$ cat config.mk
export PLATFORM = sky130hd
export DESIGN_NAME = bbr_out_stage_flat
export DESIGN_NICKNAME = d
export VERILOG_FILES = /design/src/hw/rtl/bbr_pkg.sv /design/src/hw/rtl/bbr_rsp_if.sv /design/src/hw/rtl/bbr_out_stage.sv /design/src/flat_wrapper.sv
export SDC_FILE = /design/constraint.sdc
export NUM_CORES = 1
export LEC_CHECK = 0
export BUFFER_PORTS_ARGS = -buffer_cell sky130_fd_sc_hd__buf_2
export CAP_MARGIN = 20
export CORE_MARGIN = 8
export CORE_UTILIZATION = 55
export CTS_CLUSTER_SIZE = 14
export DETAILED_ROUTE_END_ITERATION = 16
export HOLD_SLACK_MARGIN = 0.08
export PLACE_DENSITY = 0.85
export SYNTH_ARGS = -nofsm -noshare
export SYNTH_HDL_FRONTEND = slang
export SYNTH_SLANG_ARGS = --single-unit
$ cat constraint.sdc
create_clock -name clock -period 14.44 [get_ports clock]
set_clock_uncertainty 0.1 [all_clocks]
set_input_delay 3.61 -clock clock [delete_from_list [all_inputs] [get_ports clock]]
set_output_delay 3.61 -clock clock [all_outputs]
set_load 0.005 [all_outputs]
$ cat src/hw/rtl/bbr_pkg.sv
// Package for the 3x3 box blur: widths, register indexes, divide-by-9 constants
// and the small structs passed between the blur modules.
// No dependencies.
package bbr_pkg;

   localparam int MAX_WIDTH  = 1024;
   localparam int MAX_HEIGHT = 1024;

   localparam int COL_W  = $clog2(MAX_WIDTH);
   localparam int ROW_W  = $clog2(MAX_HEIGHT) + 1;
   localparam int CFG_W  = 11;
   localparam int POS_W  = CFG_W + 1;
   localparam int RGB_W  = 24;
   localparam int CH_W   = 8;
   localparam int SUM_W  = 12;

   // configuration register indexes
   localparam int CSR_IDX_W = 1;
   localparam logic [CSR_IDX_W-1:0] CSR_LINE_LENGTH = 1'd0;
   localparam logic [CSR_IDX_W-1:0] CSR_FRAME_ROWS  = 1'd1;

   localparam logic [CFG_W-1:0] LINE_LENGTH_RESET = 11'd800;
   localparam logic [CFG_W-1:0] FRAME_ROWS_RESET  = 11'd600;

   // truncating divide by 9 as (sum * 7282) >> 16, exact for sums up to 9 * 255
   localparam int RECIP_W    = 13;
   localparam int PROD_W     = SUM_W + RECIP_W;
   localparam int DIV9_SHIFT = 16;
   localparam logic [RECIP_W-1:0] DIV9_RECIP = 13'd7282;

   localparam logic [CH_W-1:0] ALPHA_OPAQUE = 8'hFF;

   // what the position tracker tells the pipeline about one item
   typedef struct packed {
      logic             has_result;
      logic             last;
      logic             left_ok;
      logic             right_ok;
      logic             top_ok;
      logic             bot_ok;
      logic [COL_W-1:0] addr;
   } pos_info_type;

   typedef struct packed {
      logic [SUM_W-1:0] red;
      logic [SUM_W-1:0] green;
      logic [SUM_W-1:0] blue;
   } sum_type;

endpackage

$ cat src/hw/rtl/bbr_rsp_if.sv
// Result channel of the box blur: valid/ready handshake with one blurred pixel.
// Depends on nothing.
interface bbr_rsp_if;
   logic        valid;
   logic        ready;
   logic [31:0] blurred_pixel;
   logic        last_of_frame;

   modport source (output valid, output blurred_pixel, output last_of_frame, input ready);
   modport sink   (input valid, input blurred_pixel, input last_of_frame, output ready);
endinterface

$ cat src/hw/rtl/bbr_out_stage.sv
// Output stage: divides the three channel sums by 9 and holds the packed
// result item until it is taken. Depends on bbr_pkg and bbr_rsp_if.
module bbr_out_stage
   import bbr_pkg::*;
(
   input  logic        clock,
   input  logic        reset,
   input  logic        in_valid,
   output logic        in_ready,
   input  sum_type     in_sum,
   input  logic        in_last,
   bbr_rsp_if.source   rsp_ch
);

   logic              rsp_valid_ff;
   logic [31:0]       pixel_ff, pixel_in;
   logic              last_ff;
   logic              load;
   logic [PROD_W-1:0] prod_r, prod_g, prod_b;

   assign in_ready = !rsp_valid_ff || rsp_ch.ready;
   assign load     = in_valid && in_ready;

   // divide by 9 through the reciprocal
   always_comb begin
      prod_r   = PROD_W'(in_sum.red)   * PROD_W'(DIV9_RECIP);
      prod_g   = PROD_W'(in_sum.green) * PROD_W'(DIV9_RECIP);
      prod_b   = PROD_W'(in_sum.blue)  * PROD_W'(DIV9_RECIP);
      pixel_in = {prod_r[DIV9_SHIFT +: CH_W], prod_g[DIV9_SHIFT +: CH_W],
                  prod_b[DIV9_SHIFT +: CH_W], ALPHA_OPAQUE};
   end

   always_ff @(posedge clock) begin
      if (reset) begin
         rsp_valid_ff <= 1'b0;
      end else if (load) begin
         rsp_valid_ff <= 1'b1;
      end else if (rsp_ch.ready) begin
         rsp_valid_ff <= 1'b0;
      end
   end

   always_ff @(posedge clock) begin
      if (load) begin
         pixel_ff <= pixel_in;
         last_ff  <= in_last;
      end
   end

   assign rsp_ch.valid         = rsp_valid_ff;
   assign rsp_ch.blurred_pixel = pixel_ff;
   assign rsp_ch.last_of_frame = last_ff;

endmodule

$ cat src/flat_wrapper.sv
// flat-port wrapper written by rule: the top's interface ports become plain ports
module bbr_out_stage_flat import bbr_pkg::*;
  (clock, reset, in_valid, in_ready, in_sum, in_last, rsp_ch_valid, rsp_ch_blurred_pixel, rsp_ch_last_of_frame, rsp_ch_ready);
  bbr_rsp_if rsp_ch_i ();
  input  logic clock;
  input  logic reset;
  input  logic in_valid;
  output logic in_ready;
  input  sum_type in_sum;
  input  logic in_last;
  output wire logic [$bits(rsp_ch_i.valid)-1:0] rsp_ch_valid;
  output wire logic [$bits(rsp_ch_i.blurred_pixel)-1:0] rsp_ch_blurred_pixel;
  output wire logic [$bits(rsp_ch_i.last_of_frame)-1:0] rsp_ch_last_of_frame;
  input wire logic [$bits(rsp_ch_i.ready)-1:0] rsp_ch_ready;
  assign rsp_ch_valid = rsp_ch_i.valid;
  assign rsp_ch_blurred_pixel = rsp_ch_i.blurred_pixel;
  assign rsp_ch_last_of_frame = rsp_ch_i.last_of_frame;
  assign rsp_ch_i.ready = rsp_ch_ready;
  bbr_out_stage u_core (.clock(clock), .reset(reset), .in_valid(in_valid), .in_ready(in_ready), .in_sum(in_sum), .in_last(in_last), .rsp_ch(rsp_ch_i));
endmodule
==> flow_summary.json <==
{
  "synthFlopType": "edfxtp_1",
  "end_kind": "register",
  "hold_path_class": "register to register",
  "cap_violations": 0,
  "drtAntennaViolNets": 0,
  "max_freq_mhz": 122.5,
  "crit_required_ps": 14350,
  "dpl_cell_area_um2": 7221,
  "ios": 76,
  "min_period_ps": 8164,
  "syn_area_um2": 6735,
  "gp_congestion": 0.8829,
  "fillers": 987,
  "start_util_pct": 56.31,
  "path_clk_slew_ps": 70,
  "synth.avg_cell_area_um2": 10.43,
  "rr_startpoint": "u_core.rsp_ch.valid",
  "track_usage_pct": 16.79,
  "synth.top_cells.by_count": "ha_1 (199), inv_1 (176), fa_1 (87)",
  "path_common_cell": "inv_1",
  "die-area_um2": 16040,
  "dp_slack_ps": 6011,
  "grt_pass1_vias": 4862,
  "antenna_found_initial": 0,
  "grt_pass1_wl_mm": 22.07,
  "dr.pass1.iters": 6,
  "grt_max_degree": 26,
  "cp.arrival_ps": 8080,
  "core_area_um2": 11960,
  "drt_drc_violations_left": 0,
  "yosys-top-cells-area": "ha_1 (37%), fa_1 (26%), edfxtp_1 (11%)",
  "crit_type": "input port to register",
  "stdcell_area_um2": 7353,
  "rsz0062_at_grt": "no",
  "overflow": 0,
  "maxSlewViolCount": 0,
  "clockBufferDepth": 2,
  "rows": 40,
  "multi_input_area_um2": 5270,
  "power.total_mw": 1.241,
  "die_h_um": 126.7,
  "setup_tns_ps": 0,
  "worst_skew_pair.late_latency_ps": 260,
  "final_cell_count_no_fill": 864,
  "setup_ws_ps": 6276,
  "dp_cells": 859,
  "nets": 1045,
  "clkSinkCount": 26,
  "port_buffers": 67,
  "cts_tree": "done",
  "cts.repair.resized": 0,
  "via_per_inst": 5.160,
  "p_leak_nw": 4.212,
  "seqCellArea_um2": 770.7,
  "hpwl_mm": 12.06,
  "setup_violations": 0,
  "initialDrtViolationCount": 164,
  "cellPowerDensity_nw_per_um2": 168.7,
  "r2r_end": "u_core.rsp_ch.blurred_pixel[31]",
  "cpMaxStageDelayCell": "fa_1",
  "slowest_delay_ps": 540,
  "drive_gt1_share_pct": 10.46,
  "ys.warnings.count": 0,
  "post_cts_buffers": 0,
  "vias": 4458,
  "irDropWorstVdd_v": 0.00007383,
  "yosys.area.top_type": "ha_1",
  "status": "complete, no violations",
  "cp-startpoint": "in_sum[5]",
  "wl_per_cell_um": 14.82,
  "h-tree-depth": 1,
  "die_x_um": 126.7,
  "wirelength_mm": 12.80,
  "cp-start-kind": "input port",
  "path_cells": "buf_2 > inv_1 > fa_1 > inv_1 > ha_1 > ha_1 > inv_1 > fa_1 > fa_1 > inv_1 > ha_1 > and3_1 > a221oi_2 > a211oi_1 > o21a_1 > a311o_1 > a21oi_2 > xnor2_1",
  "diodes": 0,
  "path_max_fanout": 3,
  "ys_seq_area_share_pct": 11.44,
  "yosysUniqueCellTypes": 37,
  "fin_crit_sh_pct": 56.54,
  "crit_end": "u_core.rsp_ch.blurred_pixel[14]",
  "yosysMostFrequentCell": "ha_1",
  "syn2layout_area_growth_pct": 9.177,
  "r2r_slack_ps": 13100,
  "ys_ff_latch": 26,
  "async_flop_share_pct": 0,
  "synth_edf_count": 25,
  "cts_hold_buf": 0,
  "reg2reg_depth": 3,
  "hold_violations": 0,
  "root_buffer": "clkbuf_16",
  "yosysTopAreaCellShare_pct": 36.97,
  "cts_buffers": 3,
  "synth_cells": 646
}
cell usage in the layout (no fill, tap or decap):
cell / instances
bufinv_16: 1
a21oi_2: 1
conb_1: 8
nand3_1: 5
nand2_1: 6
and4_1: 2
buf_2: 67
and3_1: 2
o21a_1: 3
o221ai_1: 2
xor2_1: 13
a221oi_2: 1
or2_2: 1
nor2_1: 11
o41ai_1: 1
o22a_1: 1
a21boi_0: 2
a221oi_1: 1
buf_16: 1
nor3_1: 5
a21o_1: 15
inv_1: 176
a211oi_1: 3
o211ai_1: 1
ha_1: 199
o31a_1: 1
o21bai_1: 1
edfxtp_1: 25
a21oi_1: 21
a311o_1: 2
clkbuf_16: 3
o21ai_0: 6
and2_1: 3
nand2b_1: 1
a2111oi_0: 1
fa_1: 87
dfxtp_1: 1
nor2b_1: 4
nand4_1: 9
xnor2_1: 24
metrics by stage:
step	hold slack, ps	util [%]
after floorplan	422.5	-
after global placement	390.1	60.37
after detailed placement	405.2	60.37
after CTS	414.6	61.24
after global routing	451.1	61.47
final	408.5	61.47
sequential cells by signal (all words and copies together) (netlist names):
name                         cells
u_core.rsp_ch.valid              1
u_core.rsp_ch.last_of_frame      1
u_core.rsp_ch.blurred_pixel     24
critical path, delay by kind of cell:
kind | cells | cell delay [ps]
fa+ha+maj | 6 | 2520
simple gates | 1 | 220
compound gates | 5 | 1310
xor+xnor | 1 | 70
buf+inv | 5 | 330
per-layer routing:
| metal | global-route usage [%] | share of wire (%) | up-vias | routed length (um) |
|---|---|---|---|---|
| met4 | 2.589 | 1.1 | 0 | 142 |
| met5 | 0 | 0 | - | 0 |
| met2 | 31.07 | 52 | 57 | 6621 |
| met3 | 2.220 | 2.9 | 14 | 367 |
| met1 | 20.63 | 44 | 2155 | 5671 |
| li1 | - | - | 2232 | - |
where the power goes:
part | switching (mW) | internal, mW
logic | 0.545 | 0.447
clock network | 0.0249 | 0.0551
registers | 0.00996 | 0.158
total | 0.580 | 0.661
worst min path at each step:
stage	start	to	slack [ps]	cells past startpoint
floorplan	u_core.rsp_ch.valid	u_core.rsp_ch.valid	420	2
global placement	u_core.rsp_ch.valid	u_core.rsp_ch.valid	390	2
detailed placement	u_core.rsp_ch.valid	u_core.rsp_ch.valid	410	2
CTS	u_core.rsp_ch.valid	u_core.rsp_ch.valid	410	2
global route	u_core.rsp_ch.valid	u_core.rsp_ch.valid	450	2
finish	u_core.rsp_ch.valid	u_core.rsp_ch.valid	410	2
kinds of logic after synthesis:
| kind of cell | share of synthesized area, % |
|---|---|
| adders and majority gates | 62.83 |
| xor gates and xnor gates | 4.811 |
| other | 0.05568 |
| DFF | 11.44 |
| and+or+nand+nor | 3.808 |
| buffers and inverters | 10.70 |
| AOI/OAI and AO/OA | 6.353 |
area by class of cell:
cell class / count / share of cell area [%]
well taps: 147 / 2.501
flip-flops and latches: 26 / 10.48
multi-input cells: 443 / 71.67
clock inverters: 1 / 0.4084
repair buffers: 68 / 4.934
clock buffers: 3 / 1.021
inverters: 176 / 8.984
Power figures use the tool's default switching activity.
