`config.mk`:
```
export PLATFORM = sky130hd
export DESIGN_NAME = bbr_position
export DESIGN_NICKNAME = d
export VERILOG_FILES = /design/src/hw/rtl/bbr_pkg.sv /design/src/hw/rtl/bbr_position.sv
export SDC_FILE = /design/constraint.sdc
export NUM_CORES = 1
export LEC_CHECK = 0
export BUFFER_PORTS_ARGS = -buffer_cell sky130_fd_sc_hd__clkbuf_2
export CAP_MARGIN = 5
export CORE_AREA = 2 2 133 135
export CTS_CLUSTER_SIZE = 28
export DETAILED_ROUTE_END_ITERATION = 10
export DIE_AREA = 0 0 135 137
export GPL_TIMING_DRIVEN = 0
export PLACE_DENSITY = 0.51
export SYNTH_ARGS = -nofsm -noshare
export SYNTH_HDL_FRONTEND = slang
export SYNTH_SLANG_ARGS = --single-unit
```
`constraint.sdc`:
```
create_clock -name clock -period 18.9 [get_ports clock]
set_input_delay 1.89 -clock clock [delete_from_list [all_inputs] [get_ports clock]]
set_output_delay 1.89 -clock clock [all_outputs]
set_load 0.05 [all_outputs]
```
`src/hw/rtl/bbr_pkg.sv`:
```
// Package for the 3x3 box blur: widths, register indexes, divide-by-9 constants
// and the small structs passed between the blur modules.
// No dependencies.
package bbr_pkg;

   localparam int MAX_WIDTH  = 1024;
   localparam int MAX_HEIGHT = 1024;

   localparam int COL_W  = $clog2(MAX_WIDTH);
   localparam int ROW_W  = $clog2(MAX_HEIGHT) + 1;
   localparam int CFG_W  = 11;
   localparam int POS_W  = CFG_W + 1;
   localparam int RGB_W  = 24;
   localparam int CH_W   = 8;
   localparam int SUM_W  = 12;

   // configuration register indexes
   localparam int CSR_IDX_W = 1;
   localparam logic [CSR_IDX_W-1:0] CSR_LINE_LENGTH = 1'd0;
   localparam logic [CSR_IDX_W-1:0] CSR_FRAME_ROWS  = 1'd1;

   localparam logic [CFG_W-1:0] LINE_LENGTH_RESET = 11'd800;
   localparam logic [CFG_W-1:0] FRAME_ROWS_RESET  = 11'd600;

   // truncating divide by 9 as (sum * 7282) >> 16, exact for sums up to 9 * 255
   localparam int RECIP_W    = 13;
   localparam int PROD_W     = SUM_W + RECIP_W;
   localparam int DIV9_SHIFT = 16;
   localparam logic [RECIP_W-1:0] DIV9_RECIP = 13'd7282;

   localparam logic [CH_W-1:0] ALPHA_OPAQUE = 8'hFF;

   // what the position tracker tells the pipeline about one item
   typedef struct packed {
      logic             has_result;
      logic             last;
      logic             left_ok;
      logic             right_ok;
      logic             top_ok;
      logic             bot_ok;
      logic [COL_W-1:0] addr;
   } pos_info_type;

   typedef struct packed {
      logic [SUM_W-1:0] red;
      logic [SUM_W-1:0] green;
      logic [SUM_W-1:0] blue;
   } sum_type;

endpackage

```
`src/hw/rtl/bbr_position.sv`:
```
// Frame position tracker: column and row of the next item, window center,
// edge masks and end-of-frame flag. Depends on bbr_pkg.
module bbr_position
   import bbr_pkg::*;
(
   input  logic               clock,
   input  logic               reset,
   input  logic               advance,
   input  logic [CFG_W-1:0]   line_length,
   input  logic [CFG_W-1:0]   frame_rows,
   output pos_info_type       info
);

   logic [COL_W-1:0] col_ff, col_in;
   logic [ROW_W-1:0] row_ff, row_in;

   logic [POS_W-1:0] w, h;
   logic [POS_W-1:0] col_a, row_a, x, y, xc, yc, col_n, row_n;
   logic             ok, has_result, last;

   // clamp the registers to 1..max
   always_comb begin
      if (line_length == '0) begin
         w = POS_W'(1);
      end else if (POS_W'(line_length) > POS_W'(MAX_WIDTH)) begin
         w = POS_W'(MAX_WIDTH);
      end else begin
         w = POS_W'(line_length);
      end
      if (frame_rows == '0) begin
         h = POS_W'(1);
      end else if (POS_W'(frame_rows) > POS_W'(MAX_HEIGHT)) begin
         h = POS_W'(MAX_HEIGHT);
      end else begin
         h = POS_W'(frame_rows);
      end
   end

   // sanitize position, find window center, compute next position
   always_comb begin
      if (POS_W'(col_ff) >= w) begin
         col_a = '0;
         row_a = POS_W'(row_ff) + POS_W'(1);
      end else begin
         col_a = POS_W'(col_ff);
         row_a = POS_W'(row_ff);
      end
      if (row_a > h + POS_W'(1) || (row_a == h + POS_W'(1) && col_a != '0)) begin
         x = '0;
         y = '0;
      end else begin
         x = col_a;
         y = row_a;
      end

      if (x != '0) begin
         xc = x - POS_W'(1);
         ok = (y >= POS_W'(1));
         yc = y - POS_W'(1);
      end else begin
         xc = w - POS_W'(1);
         ok = (y >= POS_W'(2));
         yc = y - POS_W'(2);
      end
      has_result = ok && (yc < h);
      last       = has_result && (xc == w - POS_W'(1)) && (yc == h - POS_W'(1));

      col_n = x + POS_W'(1);
      row_n = y;
      if (last) begin
         col_n = '0;
         row_n = '0;
      end else if (col_n >= w) begin
         col_n = '0;
         row_n = y + POS_W'(1);
      end
      col_in = col_n[COL_W-1:0];
      row_in = row_n[ROW_W-1:0];

      info.has_result = has_result;
      info.last       = last;
      info.left_ok    = (xc != '0);
      info.right_ok   = (xc + POS_W'(1) < w);
      info.top_ok     = (yc != '0);
      info.bot_ok     = (yc + POS_W'(1) < h);
      info.addr       = x[COL_W-1:0];
   end

   // advance on every accepted item
   always_ff @(posedge clock) begin
      if (reset) begin
         col_ff <= '0;
         row_ff <= '0;
      end else if (advance) begin
         col_ff <= col_in;
         row_ff <= row_in;
      end
   end

endmodule

```
==> impl_metrics.py, run 1 <==
metrics = {
    "global_route": {
        "grt_overflow": 0,
        "grtUsageMet3": 0.0189,
        "grt.busiest_layer": "met2",
        "grt_pass1_vias": 5980,
        "grt_antenna_before_repair": 0,
        "use_met2": 0.371,
        "grt_util_met1": 0.300,
        "grt_pass1_wl_um": 32300,
        "grt_max_degree": 12,
        "grtUsageTotal": 0.219,
    },
    "synth": {
        "netlist.area_leader.share": 0.177,
        "synth_edf_count": 0,
        "netlist_area_um2": 5850,
        "syn_inst": 820,
        "yosys_warnings": 0,
        "synth_cell_type_count": 77,
        "avgSynthCellArea_um2": 7.14,
        "netlist_top_cells_area": "ha_1, dfxtp_1, xnor2_1",
        "ys_seq_elements": 21,
        "synthFlopType": "dfxtp_1",
        "ys_seq_area_frac": 0.0718,
        "syn_nets": 928,
        "yosysTopAreaCell": "ha_1",
        "synthArstFlopShare": 0,
    },
    "floorplanning": {
        "die_h_um": 137,
        "die_w_um": 135,
        "top_level_ports": 41,
        "core_area_um2": 17100,
        "fp-row-count": 48,
        "start_util": 0.343,
        "dieArea_um2": 18500,
    },
    "final_layout": {
        "fin_area_um2": 6400,
        "regArea_um2": 420,
        "antenna_cells": 0,
        "multi_input_area_um2": 5080,
        "nNetsFinal": 971,
        "stdcell_count": 1087,
        "fill_cells": 1855,
        "most-common-layout-cells": "nand2_1, ha_1, nor2_1",
        "area_growth_pct": 9.41,
        "drive_gt1_frac": 0.0847,
    },
    "routing": {
        "drtIter0Drc": 556,
        "vias": 6216,
        "ant_nets": 0,
        "viasPerCell": 5.72,
        "firstDrtPassIters": 5,
        "drc": 0,
        "routed_wl_um": 20200,
        "wl_per_cell_um": 18.6,
    },
    "critical_path": {
        "critical-path-slowest-cell": "or4_4",
        "critical_path_required_ps": 17010,
        "cp_common_cell": "ha_1",
        "max_stage_delay_ps": 670,
        "reg2reg_depth": 34,
        "critPathMaxFanout": 10,
        "arrival_ps": 13320,
        "timing_worst_setup_path_type": "in2out",
        "cp-start-kind": "input port",
        "end_kind": "output port",
    },
    "sta": {
        "final.setup.tns_ps": 0,
        "finalHoldViolCount": 0,
        "post-route-period-util": 0.805,
        "slew_viol_final": 0,
        "skew_ps": 1.00,
        "holdWs_ps": 609,
        "worst_pin_slew_ps": 1060,
        "slew_headroom": 0.273,
        "setup_viol": 0,
        "fmax_ghz": 0.0657,
        "rsz0062_at_grt": "no",
        "period_minus_slack_ps": 15210,
    },
    "run_status": {
        "status": "finished, final reports clean",
    },
    "cts": {
        "cts_inserted_buffers": 3,
        "cts_max_level": 1,
        "cts_setup_buffers": 0,
        "cts_tree": "done",
        "hold_buffers": 0,
        "cts_buffer_depth": 2,
        "clkTransAtPathRegs_ps": 50,
        "clkLatencyLatePin_ps": 250,
        "postCtsResizedCells": 0,
        "root_buffer": "clkbuf_16",
        "numClockSinks": 21,
    },
    "place": {
        "gp_congestion": 0.894,
        "dpl-instance-area_um2": 6320,
        "port_buffers": 38,
        "numPlacedInstances": 1083,
        "dp_hpwl_um": 16600,
    },
    "hold_path": {
        "hp-class": "reg2reg",
        "min_path_cells": 1,
    },
    "power": {
        "powerDensity_nw_per_um2": 39.1,
        "p_leak_nw": 2.71,
        "worst_ir_drop_vdd_mv": 0.0295,
        "power.total_uw": 251,
    },
    "flow_run": {
        "cap_violations": 0,
    },
}
path summary, 6_finish.rpt:
check | from | endpoint | slack, ps
setup / recovery | line_length[7] | info[14] | 3690
hold / removal | row_ff[1] | row_ff[1] | 610
setup reg to reg | col_ff[0] | col_ff[6] | 8520
hold reg to reg | row_ff[1] | row_ff[1] | 610
cell families (layout without fill, tap and decap cells):
family          count (synthesis)  after routing  synth area share
xor+xnor                       75             75             0.114
mux                            15             15            0.0267
compound gates                200            200             0.248
buf+inv                        84            126            0.0599
fa+ha+maj                      83             83             0.177
simple gates                  341            341             0.302
other cells                     1              1          0.000641
flops                          21             21            0.0718
critical path, delay by kind of cell:
| family | cells | cell delay [ps] |
|---|---|---|
| xor gates and xnor gates | 1 | 650 |
| muxes | 1 | 440 |
| AOI/OAI and AO/OA | 11 | 2970 |
| and+or+nand+nor | 13 | 3840 |
| buffers and inverters | 10 | 2330 |
| adders and majority gates | 4 | 1190 |
layer usage:
metal,up-vias,share of wire
li1,3117,-
met5,-,0
met2,177,0.46
met3,37,0.047
met1,2885,0.47
met4,0,0.026
synth_stat cells (18+ instances only):
library cell / number
ha_1: 83
xor2_1: 27
nand3_1: 32
nor3_1: 26
o21a_1: 26
nand2_1: 83
inv_1: 36
or3_1: 18
o21ai_0: 25
xnor2_1: 47
clkbuf_1: 34
dfxtp_1: 21
a21oi_1: 28
nor2_1: 70
and3_1: 18
registers in the layout (all words and copies together) (netlist names):
register and count:
row_ff 11, col_ff 10
final cells by class:
cell class | instances | area share
Clock buffer | 4 | 0.0123
Sequential cell | 21 | 0.0657
Buffer | 44 | 0.0313
Inverter | 40 | 0.0235
Timing Repair Buffer | 38 | 0.0297
Multi-Input combinational cell | 715 | 0.794
Tap cell | 225 | 0.0440
through the flow:
stage | util | worst slack [ps]
floorplan | - | 5500
global placement | 0.371 | 3710
detailed placement | 0.371 | 3780
CTS | 0.375 | 3730
global route | 0.375 | 2630
finish | 0.375 | 3690
power breakdown:
group	internal, mW	switching [mW]
Clock	0.0287	0.0151
Sequential	0.0448	0.00127
Combinational	0.0647	0.0960
Total	0.138	0.112
Power figures use the tool's default switching activity.
==> run 2, diff against run 1 <==
--- a/config.mk
+++ b/config.mk
@@ -12,7 +12,7 @@
 export DETAILED_ROUTE_END_ITERATION = 10
 export DIE_AREA = 0 0 135 137
 export GPL_TIMING_DRIVEN = 0
-export PLACE_DENSITY = 0.51
+export PLACE_DENSITY = 0.53
 export SYNTH_ARGS = -nofsm -noshare
 export SYNTH_HDL_FRONTEND = slang
 export SYNTH_SLANG_ARGS = --single-unit
==> constraint.sdc (replaced) <==
create_clock -name clock -period 12.2 [get_ports clock]
set_input_delay 1.22 -clock clock [delete_from_list [all_inputs] [get_ports clock]]
set_output_delay 1.22 -clock clock [all_outputs]
set_load 0.05 [all_outputs]
==> impl_metrics.py, run 2 (same netlist as run 1, synthesis figures left out) <==
metrics = {
    "place": {
        "numPlacedInstances": 1083,
        "gp_congestion": 0.878,
        "dp_hpwl_um": 16400,
        "port_buffers": 38,
    },
    "global_route": {
        "grt_antenna_before_repair": 0,
        "grtUsageTotal": 0.216,
        "grt_max_degree": 14,
        "grt_pass1_vias": 5928,
        "grt_pass1_wl_um": 32100,
        "grt_overflow": 0,
    },
    "final_layout": {
        "area_growth_pct": 13.2,
        "most-common-layout-cells": "nand2_1, ha_1, nor2_1",
        "antenna_cells": 0,
        "stdcell_count": 1092,
        "reg_top3": "row_ff x11, col_ff x10",
        "largest_register_ffs": 11,
        "regMostFlops": "row_ff",
        "drive_gt1_frac": 0.118,
        "nNetsFinal": 976,
    },
    "power": {
        "powerDensity_nw_per_um2": 59.9,
        "p_leak_nw": 2.79,
        "worst_ir_drop_vdd_mv": 0.0513,
        "power.total_uw": 397,
    },
    "routing": {
        "firstDrtPassIters": 5,
        "drc": 0,
        "viasPerCell": 5.71,
        "vias": 6231,
        "ant_nets": 0,
        "wl_per_cell_um": 18.4,
        "routed_wl_um": 20100,
        "drtIter0Drc": 477,
    },
    "cts": {
        "clkLatencyLatePin_ps": 250,
        "hold_buffers": 0,
        "cts_inserted_buffers": 3,
        "cts_buffer_depth": 2,
        "clkTransAtPathRegs_ps": 60,
        "numClockSinks": 21,
        "cts_tree": "done",
        "root_buffer": "clkbuf_16",
        "cts_max_level": 1,
    },
    "critical_path": {
        "critical-path-slowest-cell": "or4_4",
        "cp-start-kind": "input port",
        "timing.rr.start": "col_ff[9]",
        "reg2reg_depth": 32,
        "critPathMaxFanout": 10,
        "r2r_slack_ps": 3120,
        "timing_worst_setup_path_type": "in2out",
        "arrival_ps": 10540,
        "max_stage_delay_ps": 660,
        "critical_path_required_ps": 10980,
        "reg2reg_to": "col_ff[7]",
        "end_kind": "output port",
    },
    "floorplanning": {
        "start_util": 0.343,
        "dieArea_um2": 18500,
        "die_w_um": 135,
        "top_level_ports": 41,
        "die_h_um": 137,
        "fp-row-count": 48,
        "core_area_um2": 17100,
    },
    "sta": {
        "skew_ps": 4.53,
        "slew_headroom": 0.320,
        "finalHoldViolCount": 0,
        "fmax_ghz": 0.0850,
        "setup_viol": 0,
        "rsz0062_at_grt": "no",
        "worst_pin_slew_ps": 995,
        "slew_viol_final": 0,
        "period_minus_slack_ps": 11760,
        "post-route-period-util": 0.964,
    },
    "hold_path": {
        "min_to": "row_ff[1]",
        "min_path_cells": 1,
        "min-delay-start": "row_ff[1]",
        "hp-class": "reg2reg",
    },
    "run_status": {
        "status": "finished, final reports clean",
    },
    "flow_run": {
        "cap_violations": 0,
    },
}
run 2: routing by layer:
metal  GRT usage  share of wire  wire length, um
met2       0.371           0.46             9290
met1       0.300           0.48             9590
met4      0.0370          0.021              430
met5           0              0                0
met3      0.0148          0.037              738
run 2: metrics by stage:
| stage | hold slack, ps | setup TNS (ps) | util | setup WS [ps] | area, um2 |
|---|---|---|---|---|---|
| after global placement | 590 | -9830 | 0.371 | -1600 | 6320 |
| after CTS | 626 | 0 | 0.382 | 69.3 | 6520 |
| after global routing | 639 | 0 | 0.388 | 12.0 | 6630 |
| final | 613 | 0 | 0.388 | 440 | 6630 |
| after floorplan | 524 | 0 | - | 141 | 5850 |
| after detailed placement | 611 | -6720 | 0.371 | -1460 | 6320 |
run 2: power by group:
| part | total, mW | internal, mW | switching, mW |
|---|---|---|---|
| logic | 0.257 | 0.104 | 0.153 |
| registers | 0.0712 | 0.0694 | 0.00173 |
| clock network | 0.0689 | 0.0445 | 0.0244 |
| total | 0.397 | 0.218 | 0.179 |
run 2: worst max path at each step:
stage / startpoint / to / slack, ps / cells past startpoint
final: line_length[9] / info[14] / 440 / 39
after global routing: line_length[9] / info[14] / 10 / 41
after CTS: line_length[7] / info[14] / 70 / 40
after detailed placement: line_length[7] / info[14] / -1460 / 41
after global placement: line_length[7] / info[14] / -1600 / 41
after floorplan: line_length[7] / info[10] / 140 / 39
run 2: area by class of cell:
class	instances	area [um2]
inverters	40	154
flip-flops and latches	21	420
well taps	225	282
plain buffers	43	204
fillers	1896	10400
multi-input cells	715	5250
clock buffers	4	78.8
repair buffers	44	235
run 2: repair_timing:
item	CTS	global route
buffers inserted	0	6
endpoints found under the setup margin	4	3
resized for setup	20	15
pin swaps	0	4
cloned	0	0
run 2: worst max-delay path, delay by kind of cell:
family | cells | cell delay [ps]
and+or+nand+nor | 13 | 3250
adders and majority gates | 4 | 1170
AOI/OAI and AO/OA | 11 | 2410
muxes | 1 | 420
buffers and inverters | 10 | 2040
==> run 3, diff against run 2 <==
--- a/config.mk
+++ b/config.mk
@@ -5,12 +5,13 @@
 export SDC_FILE = /design/constraint.sdc
 export NUM_CORES = 1
 export LEC_CHECK = 0
+export ABC_AREA = 1
 export BUFFER_PORTS_ARGS = -buffer_cell sky130_fd_sc_hd__clkbuf_2
 export CAP_MARGIN = 5
-export CORE_AREA = 2 2 133 135
+export CORE_AREA = 2 2 134 136
 export CTS_CLUSTER_SIZE = 28
 export DETAILED_ROUTE_END_ITERATION = 10
-export DIE_AREA = 0 0 135 137
+export DIE_AREA = 0 0 136 138
 export GPL_TIMING_DRIVEN = 0
 export PLACE_DENSITY = 0.53
 export SYNTH_ARGS = -nofsm -noshare
==> impl_metrics.py, run 3 <==
metrics = {
    "sta": {
        "skew_ps": 5.07,
        "post-route-period-util": 0.871,
        "period_minus_slack_ps": 10620,
        "rsz0062_at_grt": "no",
        "slew_viol_final": 0,
        "finalHoldViolCount": 0,
        "setup_viol": 0,
        "final.setup.tns_ps": 0,
        "fin_ws_ps": 1580,
        "slew_headroom": 0.521,
        "fmax_ghz": 0.0941,
        "worst_pin_slew_ps": 719,
    },
    "final_layout": {
        "drive_gt1_frac": 0.145,
        "antenna_cells": 0,
        "stdcell_count": 1269,
        "most-common-layout-cells": "nand2_1, inv_1, nor2_1",
        "largest_register_ffs": 11,
        "layout_commonest_cell": "nand2_1",
        "nNetsFinal": 1149,
        "reg_top3": "row_ff x11, col_ff x10",
        "regMostFlops": "row_ff",
        "area_growth_pct": 9.44,
    },
    "global_route": {
        "grt_pass1_wl_um": 30100,
        "grt_pass1_vias": 6001,
        "grt_antenna_before_repair": 0,
        "grtUsageTotal": 0.195,
        "grt_max_degree": 13,
        "grt_overflow": 0,
    },
    "critical_path": {
        "timing.rr.start": "col_ff[7]",
        "timing_worst_setup_path_type": "in2out",
        "cp_common_cell": "nand2_1",
        "arrival_ps": 9400,
        "critical_path_required_ps": 10980,
        "critPathMaxFanout": 10,
        "max_stage_delay_ps": 370,
        "end_kind": "output port",
        "worstSetupStartpoint": "line_length[1]",
        "cp-start-kind": "input port",
        "critical-path-slowest-cell": "ha_1",
    },
    "power": {
        "p_int_uw": 279,
        "switching_share": 0.543,
        "power.total_uw": 611,
        "p_clk_frac": 0.116,
        "powerDensity_nw_per_um2": 93.0,
        "worst_ir_drop_vdd_mv": 0.0389,
        "pwr-share-comb": 0.759,
        "p_leak_nw": 3.44,
        "p_switching_uw": 332,
        "pwr-share-seq": 0.125,
    },
    "run_status": {
        "status": "finished, final reports clean",
    },
    "cts": {
        "cts_tree": "done",
        "cts_inserted_buffers": 3,
        "clkLatencyLatePin_ps": 260,
        "cts_max_level": 1,
        "postCtsResizedCells": 0,
        "numClockSinks": 21,
        "root_buffer": "clkbuf_16",
        "clkTransAtPathRegs_ps": 60,
        "hold_buffers": 0,
        "cts_buffer_depth": 2,
        "cts_setup_buffers": 0,
    },
    "routing": {
        "wl_per_cell_um": 14.2,
        "routed_wl_um": 18000,
        "viasPerCell": 4.92,
        "drtIter0Drc": 349,
        "ant_nets": 0,
        "drc": 0,
        "vias": 6249,
        "firstDrtPassIters": 5,
    },
    "place": {
        "post-place-ws_ps": 1610,
        "numPlacedInstances": 1265,
        "port_buffers": 40,
        "dp_hpwl_um": 15200,
        "gp_congestion": 0.840,
    },
    "synth": {
        "netlist.area_leader.share": 0.173,
        "synth_cell_type_count": 48,
        "ys_seq_elements": 21,
        "synth_edf_count": 0,
        "netlist_area_um2": 6000,
        "synthFlopType": "dfxtp_1",
        "synthTopCellsByCount": "nand2_1, inv_1, nor2_1, ha_1, nand3_1",
        "syn_nets": 1104,
        "syn_inst": 996,
        "yosys_warnings": 0,
        "avgSynthCellArea_um2": 6.03,
        "ys_seq_area_frac": 0.0700,
        "yosysTopAreaCell": "ha_1",
        "synthArstFlopShare": 0,
        "netlist_top_cells_area": "ha_1, nand2_1, inv_1",
        "yosysMostFrequentCell": "nand2_1",
    },
    "flow_run": {
        "cap_violations": 0,
    },
    "floorplanning": {
        "fp-row-count": 49,
        "core_area_um2": 17500,
        "start_util": 0.342,
        "top_level_ports": 41,
        "die_w_um": 136,
        "dieArea_um2": 18800,
        "die_h_um": 138,
    },
    "hold_path": {
        "min-delay-start": "col_ff[0]",
        "hp-class": "reg2reg",
    },
}
-- run 3: cell types whose count changed after synthesis, moves of 15 or more --
cell / previous run / this run
clkbuf_1: 34 / 5
xnor2_1: 47 / 9
nand3_1: 32 / 76
o21a_1: 26 / 0
nand2_1: 83 / 240
or3_1: 18 / 0
a21oi_2: 0 / 19
xor2_1: 27 / 57
inv_1: 36 / 145
a211oi_1: 17 / 2
nand2_2: 0 / 28
and3_1: 18 / 2
nor2_1: 70 / 90
-- run 3: path summary, 6_finish.rpt --
check	to	slack, ps	cells past startpoint
worst min register to register	col_ff[0]	480	2
worst min-delay path	col_ff[0]	480	2
worst max-delay path	info[14]	1580	57
worst max register to register	col_ff[7]	4920	48
-- run 3: through the flow --
stage          cell area (um2)  utilization  hold WS (ps)
3_3_place_gp              6490        0.370           467
6_report                  6570        0.375           480
2_1_floorplan             6000            -           456
5_1_grt                   6570        0.375           502
4_1_cts                   6570        0.375           480
3_5_place_dp              6490        0.370           471
-- run 3: final cells by class --
cell class                      count  area [um2]
Buffer                             20         170
Timing Repair Buffer               40         200
Inverter                          157         589
Tap cell                          229         287
Multi-Input combinational cell    798        4820
Clock buffer                        3        75.1
Fill cell                        2022       11000
Clock inverter                      1        5.00
Sequential cell                    21         420
-- run 3: worst max-delay path, delay by kind of cell --
kind            cells  cell delay, ps
simple gates       32            3700
buf+inv            13            1840
compound gates      8            1320
fa+ha+maj           4            1270
-- run 3: power groups by stage --
| stage | sequential, mW | combinational (mW) | clock, mW |
|---|---|---|---|
| 3_5_place_dp | 0.0778 | 0.463 | 0 |
| 5_1_grt | 0.0769 | 0.536 | 0.0750 |
| 2_1_floorplan | 0.0764 | 0.362 | 0 |
| 3_3_place_gp | 0.0779 | 0.460 | 0 |
| 6_report | 0.0763 | 0.464 | 0.0710 |
| 4_1_cts | 0.0764 | 0.466 | 0.0710 |
-- run 3: cell families after synthesis --
logic type,synth area share
and+or+nand+nor,0.383
xor gates and xnor gates,0.0990
adders and majority gates,0.173
buffers and inverters,0.127
DFF,0.0700
AOI/OAI and AO/OA,0.148
other,0.000625
-- run 3: per-layer routing --
metal	vias to the layer above	share of wire	track usage	wire (um)
met2	97	0.46	0.332	8350
met5	-	0	0	0
met3	20	0.032	0.0176	566
met4	0	0.014	0.0285	246
met1	2811	0.49	0.273	8810
li1	3321	-	-	-
